$ cat config.mk
export PLATFORM = sky130hd
export DESIGN_NAME = tone_oscillator_mixer_core
export DESIGN_NICKNAME = d
export VERILOG_FILES = /design/src/design/tom_pkg.sv /design/src/design/tone_oscillator_mixer_core.sv /design/src/design/tom_cfg_regs.sv /design/src/design/tom_phase_gen.sv /design/src/design/tom_sine_rom.sv /design/src/design/tom_mix_sat.sv
export SDC_FILE = /design/constraint.sdc
export NUM_CORES = 1
export LEC_CHECK = 0
export ABC_AREA = 1
export BUFFER_PORTS_ARGS = -buffer_cell sky130_fd_sc_hd__buf_2
export CAP_MARGIN = 20
export CORE_MARGIN = 5
export CORE_UTILIZATION = 55
export CTS_CLUSTER_DIAMETER = 80
export DETAILED_ROUTE_END_ITERATION = 8
export GPL_ROUTABILITY_DRIVEN = 0
export PLACE_DENSITY = 0.68
export RECOVER_POWER = 25
export SLEW_MARGIN = 20
export SYNTH_ARGS = -nofsm -noshare
export SYNTH_HDL_FRONTEND = slang
export SYNTH_SLANG_ARGS = --single-unit
$ cat constraint.sdc
create_clock -name i_clk -period 6.76 [get_ports i_clk]
set_input_delay 1.014 -clock i_clk [delete_from_list [all_inputs] [get_ports i_clk]]
set_output_delay 1.014 -clock i_clk [all_outputs]
set_load 0.01 [all_outputs]
$ cat src/design/tom_pkg.sv
// Tone oscillator mixer: shared types, register codes and the sine table
// entry function used at elaboration.
// No dependencies.
package tom_pkg;

    // Configuration register indexes
    typedef enum logic [1:0] {
        CFG_WAVEFORM    = 2'd0,
        CFG_PHASE_STEP  = 2'd1,
        CFG_HALF_PERIOD = 2'd2,
        CFG_VOLUME      = 2'd3
    } t_cfg_reg;

    localparam int CFG_IDX_W  = 2;
    localparam int CFG_DATA_W = 32;
    localparam int SAMPLE_W   = 32;
    localparam int STEP_W     = 32;
    localparam int HP_W       = 24;
    localparam int VOL_W      = 16;
    localparam int TAB_W      = 15;
    localparam int PROD_W     = TAB_W + VOL_W;
    localparam int SUM_W      = SAMPLE_W + 2;

    // pi/2 in Q30
    localparam logic [63:0] HALF_PI_Q30 = 64'd1686629713;

    // Waveform select
    localparam logic WAVE_SINE   = 1'b0;
    localparam logic WAVE_SQUARE = 1'b1;

    // Live configuration
    typedef struct packed {
        logic              waveform;
        logic [STEP_W-1:0] phase_step;
        logic [HP_W-1:0]   half_period;
        logic [VOL_W-1:0]  volume;
    } t_cfg;

    // Side-band carried along the pipeline with each sample
    typedef struct packed {
        logic signed [SAMPLE_W-1:0] sample;
        logic                       sine_neg;
        logic                       sq_neg;
    } t_side;

    // Quarter-wave sine entry in Q0.15 for angle x in Q30, Taylor series to x^15
    function automatic logic [TAB_W-1:0] sine_entry(input logic [63:0] x);
        logic [63:0]        x2;
        logic [63:0]        t;
        logic signed [63:0] s;
        logic [63:0]        v;
        x2 = (x * x) >> 30;
        t  = x;
        s  = $signed(x);
        t  = ((t * x2) >> 30) / 64'd6;
        s  = s - $signed(t);
        t  = ((t * x2) >> 30) / 64'd20;
        s  = s + $signed(t);
        t  = ((t * x2) >> 30) / 64'd42;
        s  = s - $signed(t);
        t  = ((t * x2) >> 30) / 64'd72;
        s  = s + $signed(t);
        t  = ((t * x2) >> 30) / 64'd110;
        s  = s - $signed(t);
        t  = ((t * x2) >> 30) / 64'd156;
        s  = s + $signed(t);
        t  = ((t * x2) >> 30) / 64'd210;
        s  = s - $signed(t);
        if (s < 0) begin
            s = 64'sd0;
        end
        v = ($unsigned(s) * 64'd32767 + (64'd1 << 29)) >> 30;
        if (v > 64'd32767) begin
            v = 64'd32767;
        end
        return v[TAB_W-1:0];
    endfunction

endpackage

$ cat src/design/tone_oscillator_mixer_core.sv
// Tone oscillator mixer, top level: adds a sine or square tone to a stream
// of signed 32-bit samples. Depends on tom_pkg and the tom_* submodules.
//
// One sample is accepted every clock cycle unless the input is stalled. The
// path has four pipeline registers: phase and table index, sine table read,
// volume multiply, and add with saturation. The first of these is loaded at
// the accepting edge itself. Each stage has its own valid bit and moves
// whenever the stage after it is empty or moving. Bubbles therefore close up
// behind a stalled result, and input is stalled only when all four stages hold
// samples and the result is stalled. Configuration writes are taken in any cycle
// (ready is always high) but are meant for an idle pipeline.
module tone_oscillator_mixer_core import tom_pkg::*; #(
    parameter int SINE_TABLE_DEPTH = 256,
    parameter int PHASE_WIDTH      = 32
) (
    input  logic                       i_clk,
    input  logic                       i_rst_n,
    // input sample channel
    input  logic                       i_in_valid,
    output logic                       o_in_stall,
    input  logic signed [SAMPLE_W-1:0] i_sample_in,
    input  logic                       i_restart,
    // result channel
    output logic                       o_out_valid,
    input  logic                       i_out_stall,
    output logic signed [SAMPLE_W-1:0] o_sample_out,
    output logic                       o_saturated,
    // configuration write channel
    input  logic                       i_cfg_valid,
    output logic                       o_cfg_ready,
    input  logic [CFG_IDX_W-1:0]       i_cfg_index,
    input  logic [CFG_DATA_W-1:0]      i_cfg_data
);

    localparam int IDX_W = $clog2(SINE_TABLE_DEPTH);

    t_cfg             cfg;
    logic [IDX_W-1:0] a_idx;
    t_side            a_side;
    logic [TAB_W-1:0] b_tab;

    logic  r_a_valid;
    logic  r_b_valid;
    logic  r_c_valid;
    logic  r_o_valid;
    t_side r_b_side;
    t_side r_c_side;

    logic free_o;
    logic rdy_c;
    logic rdy_b;
    logic rdy_a;
    logic w_accept;
    logic ld_b;
    logic ld_c;
    logic ld_o;

    // Pipeline flow control
    always_comb begin
        free_o   = !r_o_valid || !i_out_stall;
        rdy_c    = !r_c_valid || free_o;
        rdy_b    = !r_b_valid || rdy_c;
        rdy_a    = !r_a_valid || rdy_b;
        w_accept = i_in_valid && rdy_a;
        ld_b     = r_a_valid && rdy_b;
        ld_c     = r_b_valid && rdy_c;
        ld_o     = r_c_valid && free_o;
    end

    always_ff @(posedge i_clk) begin
        if (!i_rst_n) begin
            r_a_valid <= 1'b0;
            r_b_valid <= 1'b0;
            r_c_valid <= 1'b0;
            r_o_valid <= 1'b0;
        end else begin
            if (rdy_a) begin
                r_a_valid <= i_in_valid;
            end
            if (rdy_b) begin
                r_b_valid <= r_a_valid;
            end
            if (rdy_c) begin
                r_c_valid <= r_b_valid;
            end
            if (free_o) begin
                r_o_valid <= r_c_valid;
            end
        end
    end

    // Side-band follows the sample through the table and multiply stages
    always_ff @(posedge i_clk) begin
        if (ld_b) begin
            r_b_side <= a_side;
        end
        if (ld_c) begin
            r_c_side <= r_b_side;
        end
    end

    tom_cfg_regs u_cfg_regs (
        .i_clk       (i_clk),
        .i_rst_n     (i_rst_n),
        .i_cfg_valid (i_cfg_valid),
        .i_cfg_index (i_cfg_index),
        .i_cfg_data  (i_cfg_data),
        .o_cfg       (cfg)
    );

    tom_phase_gen #(
        .SINE_TABLE_DEPTH (SINE_TABLE_DEPTH),
        .PHASE_WIDTH      (PHASE_WIDTH),
        .IDX_W            (IDX_W)
    ) u_phase_gen (
        .i_clk     (i_clk),
        .i_rst_n   (i_rst_n),
        .i_load    (w_accept),
        .i_restart (i_restart),
        .i_sample  (i_sample_in),
        .i_cfg     (cfg),
        .o_idx     (a_idx),
        .o_side    (a_side)
    );

    tom_sine_rom #(
        .SINE_TABLE_DEPTH (SINE_TABLE_DEPTH),
        .IDX_W            (IDX_W)
    ) u_sine_rom (
        .i_clk  (i_clk),
        .i_en   (ld_b),
        .i_addr (a_idx),
        .o_data (b_tab)
    );

    tom_mix_sat u_mix_sat (
        .i_clk        (i_clk),
        .i_load_mul   (ld_c),
        .i_load_out   (ld_o),
        .i_tab        (b_tab),
        .i_side       (r_c_side),
        .i_cfg        (cfg),
        .o_sample_out (o_sample_out),
        .o_saturated  (o_saturated)
    );

    assign o_in_stall  = !rdy_a;
    assign o_out_valid = r_o_valid;
    assign o_cfg_ready = 1'b1;

    // A free result side never holds back input
    a_no_stall_when_free: assert property (@(posedge i_clk) disable iff (!i_rst_n)
        !i_out_stall |-> !o_in_stall)
        else $error("input stalled while result side is free");

    // A clipped result sits at one of the int32 limits
    a_sat_at_limit: assert property (@(posedge i_clk) disable iff (!i_rst_n)
        (o_out_valid && o_saturated) |->
            (o_sample_out == 32'sh7FFFFFFF || o_sample_out == 32'sh80000000))
        else $error("saturation flag without a clipped value");

    // Restart gives phase zero and a positive square for that sample
    a_restart_clears: assert property (@(posedge i_clk) disable iff (!i_rst_n)
        (w_accept && i_restart) |=> (!a_side.sine_neg && !a_side.sq_neg))
        else $error("restart did not clear generator state");

    // A sample in the first stage moves on when the second is empty
    a_stage_moves: assert property (@(posedge i_clk) disable iff (!i_rst_n)
        (r_a_valid && !r_b_valid) |=> r_b_valid)
        else $error("pipeline stage failed to advance");

endmodule

$ cat src/design/tom_cfg_regs.sv
// Tone oscillator mixer: configuration register file.
// Depends on tom_pkg.
module tom_cfg_regs import tom_pkg::*; (
    input  logic                  i_clk,
    input  logic                  i_rst_n,
    input  logic                  i_cfg_valid,
    input  logic [CFG_IDX_W-1:0]  i_cfg_index,
    input  logic [CFG_DATA_W-1:0] i_cfg_data,
    output t_cfg                  o_cfg
);

    t_cfg r_cfg;

    // Register writes, one transaction per cycle
    always_ff @(posedge i_clk) begin
        if (!i_rst_n) begin
            r_cfg.waveform    <= WAVE_SINE;
            r_cfg.phase_step  <= '0;
            r_cfg.half_period <= HP_W'(1);
            r_cfg.volume      <= '0;
        end else if (i_cfg_valid) begin
            unique case (t_cfg_reg'(i_cfg_index))
                CFG_WAVEFORM:    r_cfg.waveform    <= i_cfg_data[0];
                CFG_PHASE_STEP:  r_cfg.phase_step  <= i_cfg_data[STEP_W-1:0];
                CFG_HALF_PERIOD: r_cfg.half_period <= i_cfg_data[HP_W-1:0];
                CFG_VOLUME:      r_cfg.volume      <= i_cfg_data[VOL_W-1:0];
            endcase
        end
    end

    assign o_cfg = r_cfg;

endmodule

$ cat src/design/tom_phase_gen.sv
// Tone oscillator mixer: phase accumulator, square half-period counter and
// sine table index, registered as the first pipeline stage.
// Depends on tom_pkg.
module tom_phase_gen import tom_pkg::*; #(
    parameter int SINE_TABLE_DEPTH = 256,
    parameter int PHASE_WIDTH      = 32,
    parameter int IDX_W            = $clog2(SINE_TABLE_DEPTH)
) (
    input  logic                       i_clk,
    input  logic                       i_rst_n,
    input  logic                       i_load,
    input  logic                       i_restart,
    input  logic signed [SAMPLE_W-1:0] i_sample,
    input  t_cfg                       i_cfg,
    output logic [IDX_W-1:0]           o_idx,
    output t_side                      o_side
);

    localparam int FRAC_W = PHASE_WIDTH - 2;
    localparam int MUL_W  = FRAC_W + IDX_W;

    logic [PHASE_WIDTH-1:0] r_accum;
    logic [HP_W-1:0]        r_count;
    logic                   r_sq_neg;
    logic [IDX_W-1:0]       r_idx;
    t_side                  r_side;

    logic [PHASE_WIDTH-1:0] cur_phase;
    logic [HP_W-1:0]        cur_count;
    logic                   cur_sq_neg;
    logic [HP_W-1:0]        hp;
    logic [HP_W-1:0]        count_inc;
    logic [1:0]             quad;
    logic [MUL_W-1:0]       frac_scaled;
    logic [IDX_W-1:0]       idx_raw;
    logic [IDX_W-1:0]       idx;
    logic [PHASE_WIDTH-1:0] n_accum;
    logic [HP_W-1:0]        n_count;
    logic                   n_sq_neg;

    // Current state, cleared by restart before use
    always_comb begin
        cur_phase  = i_restart ? '0 : r_accum;
        cur_count  = i_restart ? '0 : r_count;
        cur_sq_neg = i_restart ? 1'b0 : r_sq_neg;
        hp         = (i_cfg.half_period == '0) ? HP_W'(1) : i_cfg.half_period;
        count_inc  = cur_count + HP_W'(1);
        n_accum    = cur_phase + PHASE_WIDTH'(i_cfg.phase_step);
        if (count_inc >= hp) begin
            n_count  = '0;
            n_sq_neg = ~cur_sq_neg;
        end else begin
            n_count  = count_inc;
            n_sq_neg = cur_sq_neg;
        end
    end

    // Quadrant and table index, mirrored in odd quadrants
    always_comb begin
        quad        = cur_phase[PHASE_WIDTH-1 -: 2];
        frac_scaled = MUL_W'(cur_phase[FRAC_W-1:0]) * MUL_W'(SINE_TABLE_DEPTH);
        idx_raw     = frac_scaled[FRAC_W +: IDX_W];
        idx         = quad[0] ? (IDX_W'(SINE_TABLE_DEPTH - 1) - idx_raw) : idx_raw;
    end

    // Generator state, advanced on every accepted sample
    always_ff @(posedge i_clk) begin
        if (!i_rst_n) begin
            r_accum  <= '0;
            r_count  <= '0;
            r_sq_neg <= 1'b0;
        end else if (i_load) begin
            r_accum  <= n_accum;
            r_count  <= n_count;
            r_sq_neg <= n_sq_neg;
        end
    end

    // Stage register
    always_ff @(posedge i_clk) begin
        if (i_load) begin
            r_idx           <= idx;
            r_side.sample   <= i_sample;
            r_side.sine_neg <= quad[1];
            r_side.sq_neg   <= cur_sq_neg;
        end
    end

    assign o_idx  = r_idx;
    assign o_side = r_side;

endmodule

$ cat src/design/tom_sine_rom.sv
// Tone oscillator mixer: quarter-wave sine table, Q0.15, registered read.
// Depends on tom_pkg (sine_entry, HALF_PI_Q30).
module tom_sine_rom import tom_pkg::*; #(
    parameter int SINE_TABLE_DEPTH = 256,
    parameter int IDX_W            = $clog2(SINE_TABLE_DEPTH)
) (
    input  logic             i_clk,
    input  logic             i_en,
    input  logic [IDX_W-1:0] i_addr,
    output logic [TAB_W-1:0] o_data
);

    logic [TAB_W-1:0] tab [SINE_TABLE_DEPTH];
    logic [TAB_W-1:0] r_data;

    // Table contents worked out at elaboration, angle at the entry's centre
    for (genvar g = 0; g < SINE_TABLE_DEPTH; g++) begin : g_tab
        localparam logic [63:0] ANGLE =
            (64'(2 * g + 1) * HALF_PI_Q30) / 64'(2 * SINE_TABLE_DEPTH);
        assign tab[g] = sine_entry(ANGLE);
    end

    always_ff @(posedge i_clk) begin
        if (i_en) begin
            r_data <= tab[i_addr];
        end
    end

    assign o_data = r_data;

endmodule

$ cat src/design/tom_mix_sat.sv
// Tone oscillator mixer: volume multiply stage, then tone select, add and
// int32 saturation into the result register.
// Depends on tom_pkg.
module tom_mix_sat import tom_pkg::*; (
    input  logic                       i_clk,
    input  logic                       i_load_mul,
    input  logic                       i_load_out,
    input  logic [TAB_W-1:0]           i_tab,
    input  t_side                      i_side,
    input  t_cfg                       i_cfg,
    output logic signed [SAMPLE_W-1:0] o_sample_out,
    output logic                       o_saturated
);

    localparam logic signed [SUM_W-1:0] SUM_MAX = SUM_W'(64'sd2147483647);
    localparam logic signed [SUM_W-1:0] SUM_MIN = -SUM_W'(64'sd2147483648);

    logic [PROD_W-1:0]          r_prod;
    logic signed [SAMPLE_W-1:0] r_sample_out;
    logic                       r_saturated;

    logic signed [SUM_W-1:0] tone_mag;
    logic signed [SUM_W-1:0] tone;
    logic signed [SUM_W-1:0] sum;
    logic signed [SAMPLE_W-1:0] n_sample_out;
    logic                       n_saturated;

    // Sine magnitude times volume
    always_ff @(posedge i_clk) begin
        if (i_load_mul) begin
            r_prod <= PROD_W'(i_tab) * PROD_W'(i_cfg.volume);
        end
    end

    // Tone select and signed, saturating add
    always_comb begin
        if (i_cfg.waveform == WAVE_SQUARE) begin
            tone_mag = $signed({2'b00, i_cfg.volume, 16'h0000});
            tone     = i_side.sq_neg ? -tone_mag : tone_mag;
        end else begin
            tone_mag = $signed({2'b00, r_prod, 1'b0});
            tone     = i_side.sine_neg ? -tone_mag : tone_mag;
        end
        sum = SUM_W'(i_side.sample) + tone;
        if (sum > SUM_MAX) begin
            n_sample_out = SUM_MAX[SAMPLE_W-1:0];
            n_saturated  = 1'b1;
        end else if (sum < SUM_MIN) begin
            n_sample_out = SUM_MIN[SAMPLE_W-1:0];
            n_saturated  = 1'b1;
        end else begin
            n_sample_out = sum[SAMPLE_W-1:0];
            n_saturated  = 1'b0;
        end
    end

    // Result register
    always_ff @(posedge i_clk) begin
        if (i_load_out) begin
            r_sample_out <= n_sample_out;
            r_saturated  <= n_saturated;
        end
    end

    assign o_sample_out = r_sample_out;
    assign o_saturated  = r_saturated;

endmodule
# Yosys cells after proc, flatten, opt, wreduce, memory -nomap -nowiden
# Memories as Yosys holds them, arrays and structs flattened. A register that Yosys moved wholly into a read port is not among the register bits.
# Cells that the tools add are included.
[totals]
ram_bits = 0
out_inout_bits = 36
word_cells = 72
latchBits = 0
ff_bits = 308
memories = 1
mem_bits_ro = 3840
[mem_list]
columns = ["memory", "depth", "width", "read_ports", "rd_ports_with_merged_regs", "write_ports", "line", "rtl"]
rows = [
  ["(name not given)", 256, 15, 1, 1, 0, "tom_sine_rom.sv:25", "r_data <= tab[i_addr];"],
]
[classes]
n_shift = 0
n_bitwise = 2
div_mod_pow = 0
reduce_logical = 20
order_cmp = 3
mux = 12
n_mul = 1
addsub = 6
n_eq_ne = 3
[op_table]
columns = ["op", "n"]
rows = [
  ["$mux W34", 3],
  ["$mux W24", 3],
  ["$neg A32 Y34", 2],
  ["$mux W32", 2],
  ["$add A32 B34 Y34", 1],
  ["$gt A34 B32 Y1 const B", 1],
  ["$lt A34 B32 Y1 const B", 1],
  ["$add A32 B32 Y32", 1],
  ["$mul A15 B16 Y31", 1],
  ["$add A24 B1 Y24 const B", 1],
  ["$ge A24 B24 Y1", 1],
  ["$logic_not A24 Y1", 1],
  ["$not A8 Y9", 1],
  ["$mux W8", 1],
  ["$reduce_and A2 Y1", 4],
  ["$sub A8 B8 Y8 const A", 1],
  ["$logic_not A1 Y1", 6],
  ["$eq A2 B2 Y1 const B", 2],
  ["$logic_and A1 B1 Y1", 4],
  ["$logic_or A1 B1 Y1", 4],
  ["$mux W1", 3],
  ["$eq A2 B1 Y1 const B", 1],
  ["$logic_not A2 Y1", 1],
  ["$not A1 Y1", 1],
]

# Depth between registers and ports, before layout
# Gate-level depths: netlist of run 1.
[logic_depth]
depth_word = 6
depth_mapped = 28

# Modules after synthesis
# From an unflattened synthesis of run 1, not the netlist that was laid out.
[unflattened]
hier_cells = 4608
area_unflattened_um2 = 31483.9
[by_module_without_submodules]
columns = ["module", "area_each_um2", "cells_each", "instances"]
rows = [
  ["tom_mix_sat", 14287.5, 1994, 1],
  ["tom_phase_gen", 7872.6, 1242, 1],
  ["tom_sine_rom", 4121.5, 815, 1],
  ["tom_cfg_regs", 2970.3, 464, 1],
  ["tone_oscillator_mixer_core", 2232.1, 93, 1],
]

# Worst setup path after synthesis of run 1
# Ideal clock, no wire load.
[synth_timing]
kind = "reg-to-reg"
start = "register u_sine_rom.r_data[14] (netlist: u_sine_rom.o_data[14])"
end = "register u_mix_sat.r_prod[23] (data pin)"
setup_slack_ns = 1.167
arrival_time_ns = 5.334
setup_ns = 0.259
stages_incl_launch_ff = 21
cell_sequence = "edfxtp_1 -> clkbuf_1 -> clkbuf_1 -> nand2_1 -> fa_1 -> fa_1 -> inv_1 -> fa_1 -> fa_1 -> fa_1 -> inv_1 -> fa_1 -> inv_1 -> ha_1 -> a21oi_1 -> o21ai_0 -> a31oi_1 -> nand3_1 -> nand3_1 -> nand2_1 -> xor2_1"
[synth_between]
elab_chain_cells = 1
[synth_rtl]
columns = ["element", "line", "rtl"]
rows = [
  ["start: declaration", "tom_sine_rom.sv:14", "logic [TAB_W-1:0] r_data;"],
  ["$mul A15 B16 Y31", "tom_mix_sat.sv:31", "r_prod <= PROD_W'(i_tab) * PROD_W'(i_cfg.volume);"],
  ["end signal: assignment", "tom_mix_sat.sv:31", ""],
  ["end: declaration", "tom_mix_sat.sv:18", "logic [PROD_W-1:0] r_prod;"],
]
# Every way passes these cells.
# A chain may end at the register's enable or synchronous reset.

# Final worst setup path of run 1
[layout_timing]
start = "register u_cfg_regs.r_cfg, in the netlist u_cfg_regs.o_cfg[8]"
end = "register u_mix_sat.r_prod[23] (data pin)"
[layout_between]
elab_chain_cells = 1
[layout_rtl]
columns = ["element", "line", "rtl"]
rows = [
  ["start: declaration", "tom_cfg_regs.sv:12", "t_cfg r_cfg;"],
  ["$mul A15 B16 Y31", "tom_mix_sat.sv:31", ""],
]
# Every way passes these cells.

==> run metrics, run 1 <==
Critical Path Sink Type flop; Leakage Power 0.0161 uW; post-route design area 32,100 um^2; clk slew on worst S/H paths 0.06 ns; cts hold-fix bufs 0; synth top area cells edfxtp_1 (19%), fa_1 (12%), nand2_1 (11%); most used cell, CP fa_1; Final min period 6.04 ns; Layout area overhead 7.20%; Top FF cell, synth edfxtp_1; Crit-path slowest cell dfxtp_1; initial antenna violation count 3; Num CTS Buffers 37; Fmax 0.165 GHz; Max-Cap Viols 1; Routed wire per std cell 18.0 um; PwrDens 202 nW/um^2; net count after synthesis 4,585; WS Path Type flop to flop; CP top delay family adder cells; Die ar. a little under 60,000 um^2; flop-to-flop setup slack 0.72 ns; dominant cell type by area after synthesis edfxtp_1; unrepaired setup endpoints after global routing false; Clock Tree Buf Depth 3; worst-path cell chain nand2_1 -> fa_1 -> fa_1 -> inv_1 -> fa_1 -> fa_1 -> fa_1 -> fa_1 -> ha_1 -> a21oi_1 -> o21ai_0 -> a31oi_1 -> nand3_1 -> nand3_1 -> nand2_1 -> xor2_1; period utilization 89.4%; Critical Path RT 7.06 ns; Vias/cell 5.63; vias in the first global route around 26,000; DR vias 27,400; maximum vdd drop a little over 0.0003 V; worst skew pair latency about 0.55 ns; number of remaining DRC errors 32; htree depth 2; Resized cells post-CTS 0; crit-path max cell delay 0.87 ns; Initial Util 55.6%; asr flop ratio synth 0%; Post-synth EDFFs ~190; fillers 5,090; placed cell areas 30,900 um^2; Post-synth top cells nand2_1 (914), inv_1 (717), nor2_1 (384); nets around 4,600; first drt pass iteration count 9; first-pass GRT wire length 140,000 um; DRT Wirelength 87,800 um; final hold vios 0; Rel. slew slack -103%; Yosys top cell area share between 10% and 20%; outcome complete, but fails checks; synthesized area ~30,000 um^2; #FFs+latches synth approximately 320; clk_skew 0.0273 ns; Slew Limit Fails 86; Worst Hold Class flop to flop; Netlist cell types 65; CTS root buffer clkbuf_16; Initial DRC Count roughly 3,500; Total GRT Usage 29.1%; Syn Inst Count 4,128; most frequent cell after synthesis nand2_1; Die Wd 243 um; violated checks design-rule violations, max-capacitance violations, max-slew violations; # rows 85; Synth Warn # 0; TritonCTS clock tree yes; Final Setup Violations 0; largest net degree at the start of global routing 86; fraction of the yosys area taken by sequential cells 27.9%; CTS Sinks 323; CP Data Arrival Time 6.34 ns; fraction of layout cells with a size suffix above 1 8.18%; IO buf count 106; GRT overflow 0; I/O pin count 108; Die Height 243 um; core area 53,900 um^2; postcts setup bufs 0; hpwl dp 66,700 um; CP Launch Type flop; syn avg cell area 7.26 um^2; setup TNS 0 ns; Detail Route Antenna Nets 0; maximum fanout along the worst path 17; worst slew pin tran ~3.1 ns; Buf/Inv on CP 1
-- sequential cells by signal, indices dropped and copies added, names as in the netlist, 8 cells and up --
name	flops
u_sine_rom.o_data	15
u_phase_gen.r_count	24
u_phase_gen.o_side	34
u_mix_sat.r_prod	31
r_b_side	34
u_cfg_regs.o_cfg	73
u_mix_sat.o_sample_out	32
u_phase_gen.o_idx	8
r_c_side	34
u_phase_gen.r_accum	32
-- layout by cell type (no fill, tap or decap), types with 5 or more instances in the layout --
master	Yosys	layout
nand2_1	914	914
inv_1	717	716
nor2_1	384	382
a21oi_1	295	295
o21ai_0	268	268
ha_1	203	203
nand3_1	197	197
edfxtp_1	189	189
fa_1	182	182
dfxtp_1	134	134
buf_2	34	104
nand2_2	73	73
xor2_1	55	55
nor3_1	48	47
buf_4	2	39
clkbuf_16	0	37
nand4_1	36	36
o211ai_1	28	28
inv_2	19	21
a31oi_1	20	20
xnor2_1	18	18
or2_2	13	13
o21bai_1	13	13
o221ai_1	13	13
nor4_1	12	12
clkinv_1	6	12
o22ai_1	12	12
nor2_2	11	11
o21a_1	11	11
o21ai_1	9	9
clkbuf_1	111	9
a21o_1	8	8
clkinv_2	2	7
a21boi_0	6	6
nand3b_1	5	5
o2111ai_1	5	5
bufinv_16	0	5
-- power breakdown --
group          internal [uW]  switching, uW
Combinational            704           1390
Clock                   1200            842
Sequential              2240            110
-- worst reg2reg max path, stage by stage (launching register included) --
cell and delay (ns):
dfxtp_1 0.87, nand2_1 0.19, fa_1 0.55, fa_1 0.52
inv_1 0.05, fa_1 0.49, fa_1 0.55, fa_1 0.53
fa_1 0.50, ha_1 0.39, a21oi_1 0.21, o21ai_0 0.18
a31oi_1 0.21, nand3_1 0.22, nand3_1 0.14, nand2_1 0.07
xor2_1 0.14
-- cell families after synthesis --
| kind of cell | share of synthesized area [%] |
|---|---|
| AOI/OAI and AO/OA | 13.2 |
| xor gates and xnor gates | 2.13 |
| adders and majority gates | 20.6 |
| buffers and inverters | 11.9 |
| DFF | 27.9 |
| other | 0.0125 |
| and+or+nand+nor | 24.2 |
-- final cells by class --
cell class	instances	area, um^2	share of cell area (%)
multi-input cells	2889	18100	56.2
flip-flops and latches	323	8360	26.0
inverters	744	2800	8.70
clock buffers	42	945	2.94
well taps	696	871	2.71
repair buffers	147	828	2.58
clock inverters	25	270	0.841
diodes	3	7.51	0.0234
-- metrics by stage --
stage                     total power [uW]  std cells  utilization (%)  setup slack (ns)  hold slack, ns
after floorplan                       3870       4128                -              1.17           0.400
after global placement                4420       4798             57.4             0.867           0.401
after detailed placement              4440       4798             57.4             0.785           0.405
after CTS                             6500       4865             59.6             0.737           0.417
after global routing                  6860       4867             59.6             0.408           0.420
final                                 6490       4869             59.6             0.716           0.418
-- routing by layer --
layer | part of all wire (%) | up-vias | GRT usage (%)
met5 | 0 | - | 0
met4 | 4.8 | 0 | 11.2
met3 | 8.8 | 355 | 5.49
met2 | 46 | 1319 | 47.5
met1 | 41 | 12500 | 38.5
li1 | - | 13200 | -
-- worst paths after layout --
check / start / endpoint / cells past startpoint
worst max-delay path: u_cfg_regs.o_cfg[8] / u_mix_sat.r_prod[23] / 16
worst min-delay path: u_phase_gen.o_side[9] / r_b_side[9] / 0
worst max register to register: u_cfg_regs.o_cfg[8] / u_mix_sat.r_prod[23] / 16
worst min register to register: u_phase_gen.o_side[9] / r_b_side[9] / 0
(Power assumes the default switching activity.)
==> inputs of run 2 (changes only) <==
--- a/config.mk
+++ b/config.mk
@@ -13,6 +13,7 @@
 export CTS_CLUSTER_DIAMETER = 80
 export DETAILED_ROUTE_END_ITERATION = 8
 export GPL_ROUTABILITY_DRIVEN = 0
+export MAX_ROUTING_LAYER = met4
 export PLACE_DENSITY = 0.68
 export RECOVER_POWER = 25
 export SLEW_MARGIN = 20
==> run metrics, run 2 (same netlist as run 1, synthesis figures left out) <==
Final Setup Violations 0 (unchanged); commonest non-fill, non-tap cell in the layout nand2_1 (unchanged); maximum fanout along the worst path 17 (unchanged); first-pass GRT wire length 140,000 um (about the same); clock share of power 31.5% (was 31.6%); hpwl dp 66,700 um (unchanged); Die Wd 243 um (unchanged); CTS root buffer clkbuf_16 (unchanged); maximum vdd drop 0.000309 V (about the same); Tot Pwr 6490 uW (about the same); Leakage Power 0.0161 uW (unchanged); largest net degree at the start of global routing 86 (unchanged); Worst Hold Class flop to flop (unchanged); P_sw 2350 uW (was 2340 uW); clk slew on worst S/H paths 0.06 ns (about the same); Max-Cap Viols 1 (unchanged); Fmax 0.166 GHz (was 0.165 GHz); fillers 5,091 (was 5,090); number of remaining DRC errors 56 (was 32); worst-path cell chain nand2_1 -> fa_1 -> fa_1 -> inv_1 -> fa_1 -> fa_1 -> fa_1 -> fa_1 -> ha_1 -> a21oi_1 -> o21ai_0 -> a31oi_1 -> nand3_1 -> nand3_1 -> nand2_1 -> xor2_1 (unchanged); I/O pin count 108 (unchanged); part of the power in registers 36.1% (was 36.2%); CTS Sinks 323 (unchanged); # rows 85 (unchanged); period utilization 89.3% (was 89.4%); Detail Route Antenna Nets 0 (unchanged); CP Launch Type flop (unchanged); Total GRT Usage 29.9% (was 29.1%); Slew Limit Fails 86 (unchanged); sw frac 36.1% (about the same); TritonCTS clock tree yes (unchanged); Die ar. 59,300 um^2 (unchanged); Int Power 4140 uW (about the same); nets 4,599 (unchanged); Clock Tree Buf Depth 3 (unchanged); Util after Layout 59.6% (unchanged); Num CTS Buffers 37 (unchanged); cts hold-fix bufs 0 (unchanged); vias in the first global route 26,300 (about the same); DRT Wirelength 88,000 um (was 87,800 um); worst slew pin tran 3.05 ns (about the same); GRT overflow 0 (unchanged); Die Height 243 um (unchanged); max reg flops 73 (unchanged); htree depth 2 (unchanged); Routed wire per std cell 18.1 um (was 18.0 um); Critical Path RT 7.06 ns (about the same); Crit-path slowest cell dfxtp_1 (unchanged); initial antenna violation count 4 (was 3); WHS 0.416 ns (was 0.418 ns); Final min period 6.04 ns (about the same); Initial DRC Count 3,359 (was 3,527); IO buf count 106 (unchanged); unrepaired setup endpoints after global routing false (unchanged); Rel. slew slack -104% (was -103%); final hold vios 0 (unchanged); leading cell types in the layout, fill and taps excluded nand2_1 (914), inv_1 (716), nor2_1 (382), a21oi_1 (295), o21ai_0 (268) (unchanged); crit-path max cell delay 0.88 ns (was 0.87 ns); WS Path Type flop to flop (unchanged); worst skew pair latency 0.56 ns (was 0.55 ns); Critical Path Sink Type flop (unchanged); Vias/cell 5.62 (was 5.63); DR vias 27,400 (about the same); Resized cells post-CTS 0 (unchanged); Layout area overhead 7.20% (unchanged); clk_skew 0.0307 ns (was 0.0273 ns); core area 53,900 um^2 (unchanged); CP Data Arrival Time 6.33 ns (was 6.34 ns); postcts setup bufs 0 (unchanged); Initial Util 55.6% (unchanged); Logic pwr share 32.3% (about the same); PwrDens 202 nW/um^2 (about the same); outcome complete, but fails checks (unchanged); first drt pass iteration count 9 (unchanged); setup TNS 0 ns (unchanged); most used cell, CP fa_1 (unchanged); violated checks design-rule violations, max-capacitance violations, max-slew violations (unchanged); fraction of layout cells with a size suffix above 1 8.18% (unchanged)
## run 2: cell counts in the layout (fill, tap and decap cells not counted)
Identical to the previous run, type by type.
## run 2: power groups by stage
stage	combinational, uW	clock, uW	sequential [uW]
finish	2100	2050	2350
global route	2350	2160	2360
CTS	2070	2090	2340
detailed placement	2050	0	2380
global placement	2040	0	2380
floorplan	1560	0	2310
## run 2: final timing paths
path                    startpoint                    to  slack, ns  cells after the start
max            u_cfg_regs.o_cfg[8]  u_mix_sat.r_prod[23]       0.72                     16
max reg2reg    u_cfg_regs.o_cfg[8]  u_mix_sat.r_prod[23]       0.72                     16
min reg2reg  u_phase_gen.o_side[9]           r_b_side[9]       0.42                      0
min          u_phase_gen.o_side[9]           r_b_side[9]       0.42                      0
## run 2: stage by stage
stage	worst slack, ns	instances	area [um^2]
2_1_floorplan	1.17	4128	30000
3_3_place_gp	0.867	4798	30900
3_5_place_dp	0.785	4798	30900
4_1_cts	0.737	4865	32100
5_1_grt	0.408	4869	32100
6_report	0.723	4869	32100
## run 2: cell type report
| cell class | count | area, um^2 | area share, % |
|---|---|---|---|
| clock buffer | 42 | 945 | 2.94 |
| inverter | 744 | 2800 | 8.70 |
| timing repair buffer | 147 | 828 | 2.58 |
| sequential | 323 | 8360 | 26.0 |
| tap | 696 | 871 | 2.71 |
| antenna | 3 | 7.51 | 0.0234 |
| multi-input combinational | 2889 | 18100 | 56.2 |
| clock inverter | 25 | 270 | 0.841 |
## run 2: worst max-delay path, delay by kind of cell (launching register included)
kind / cells / cell delay [ns]
xor+xnor: 1 / 0.14
buf+inv: 1 / 0.05
fa+ha+maj: 7 / 3.54
compound gates: 3 / 0.60
flops: 1 / 0.88
simple gates: 4 / 0.57
## run 2: routing by layer
metal | global-route usage, % | vias to the layer above | routed length (um)
li1 | - | 13200 | -
met1 | 38.7 | 12500 | 36500
met2 | 47.5 | 1296 | 40000
met3 | 5.39 | 358 | 7350
met4 | 11.2 | 0 | 4120
met5 | - | - | 0
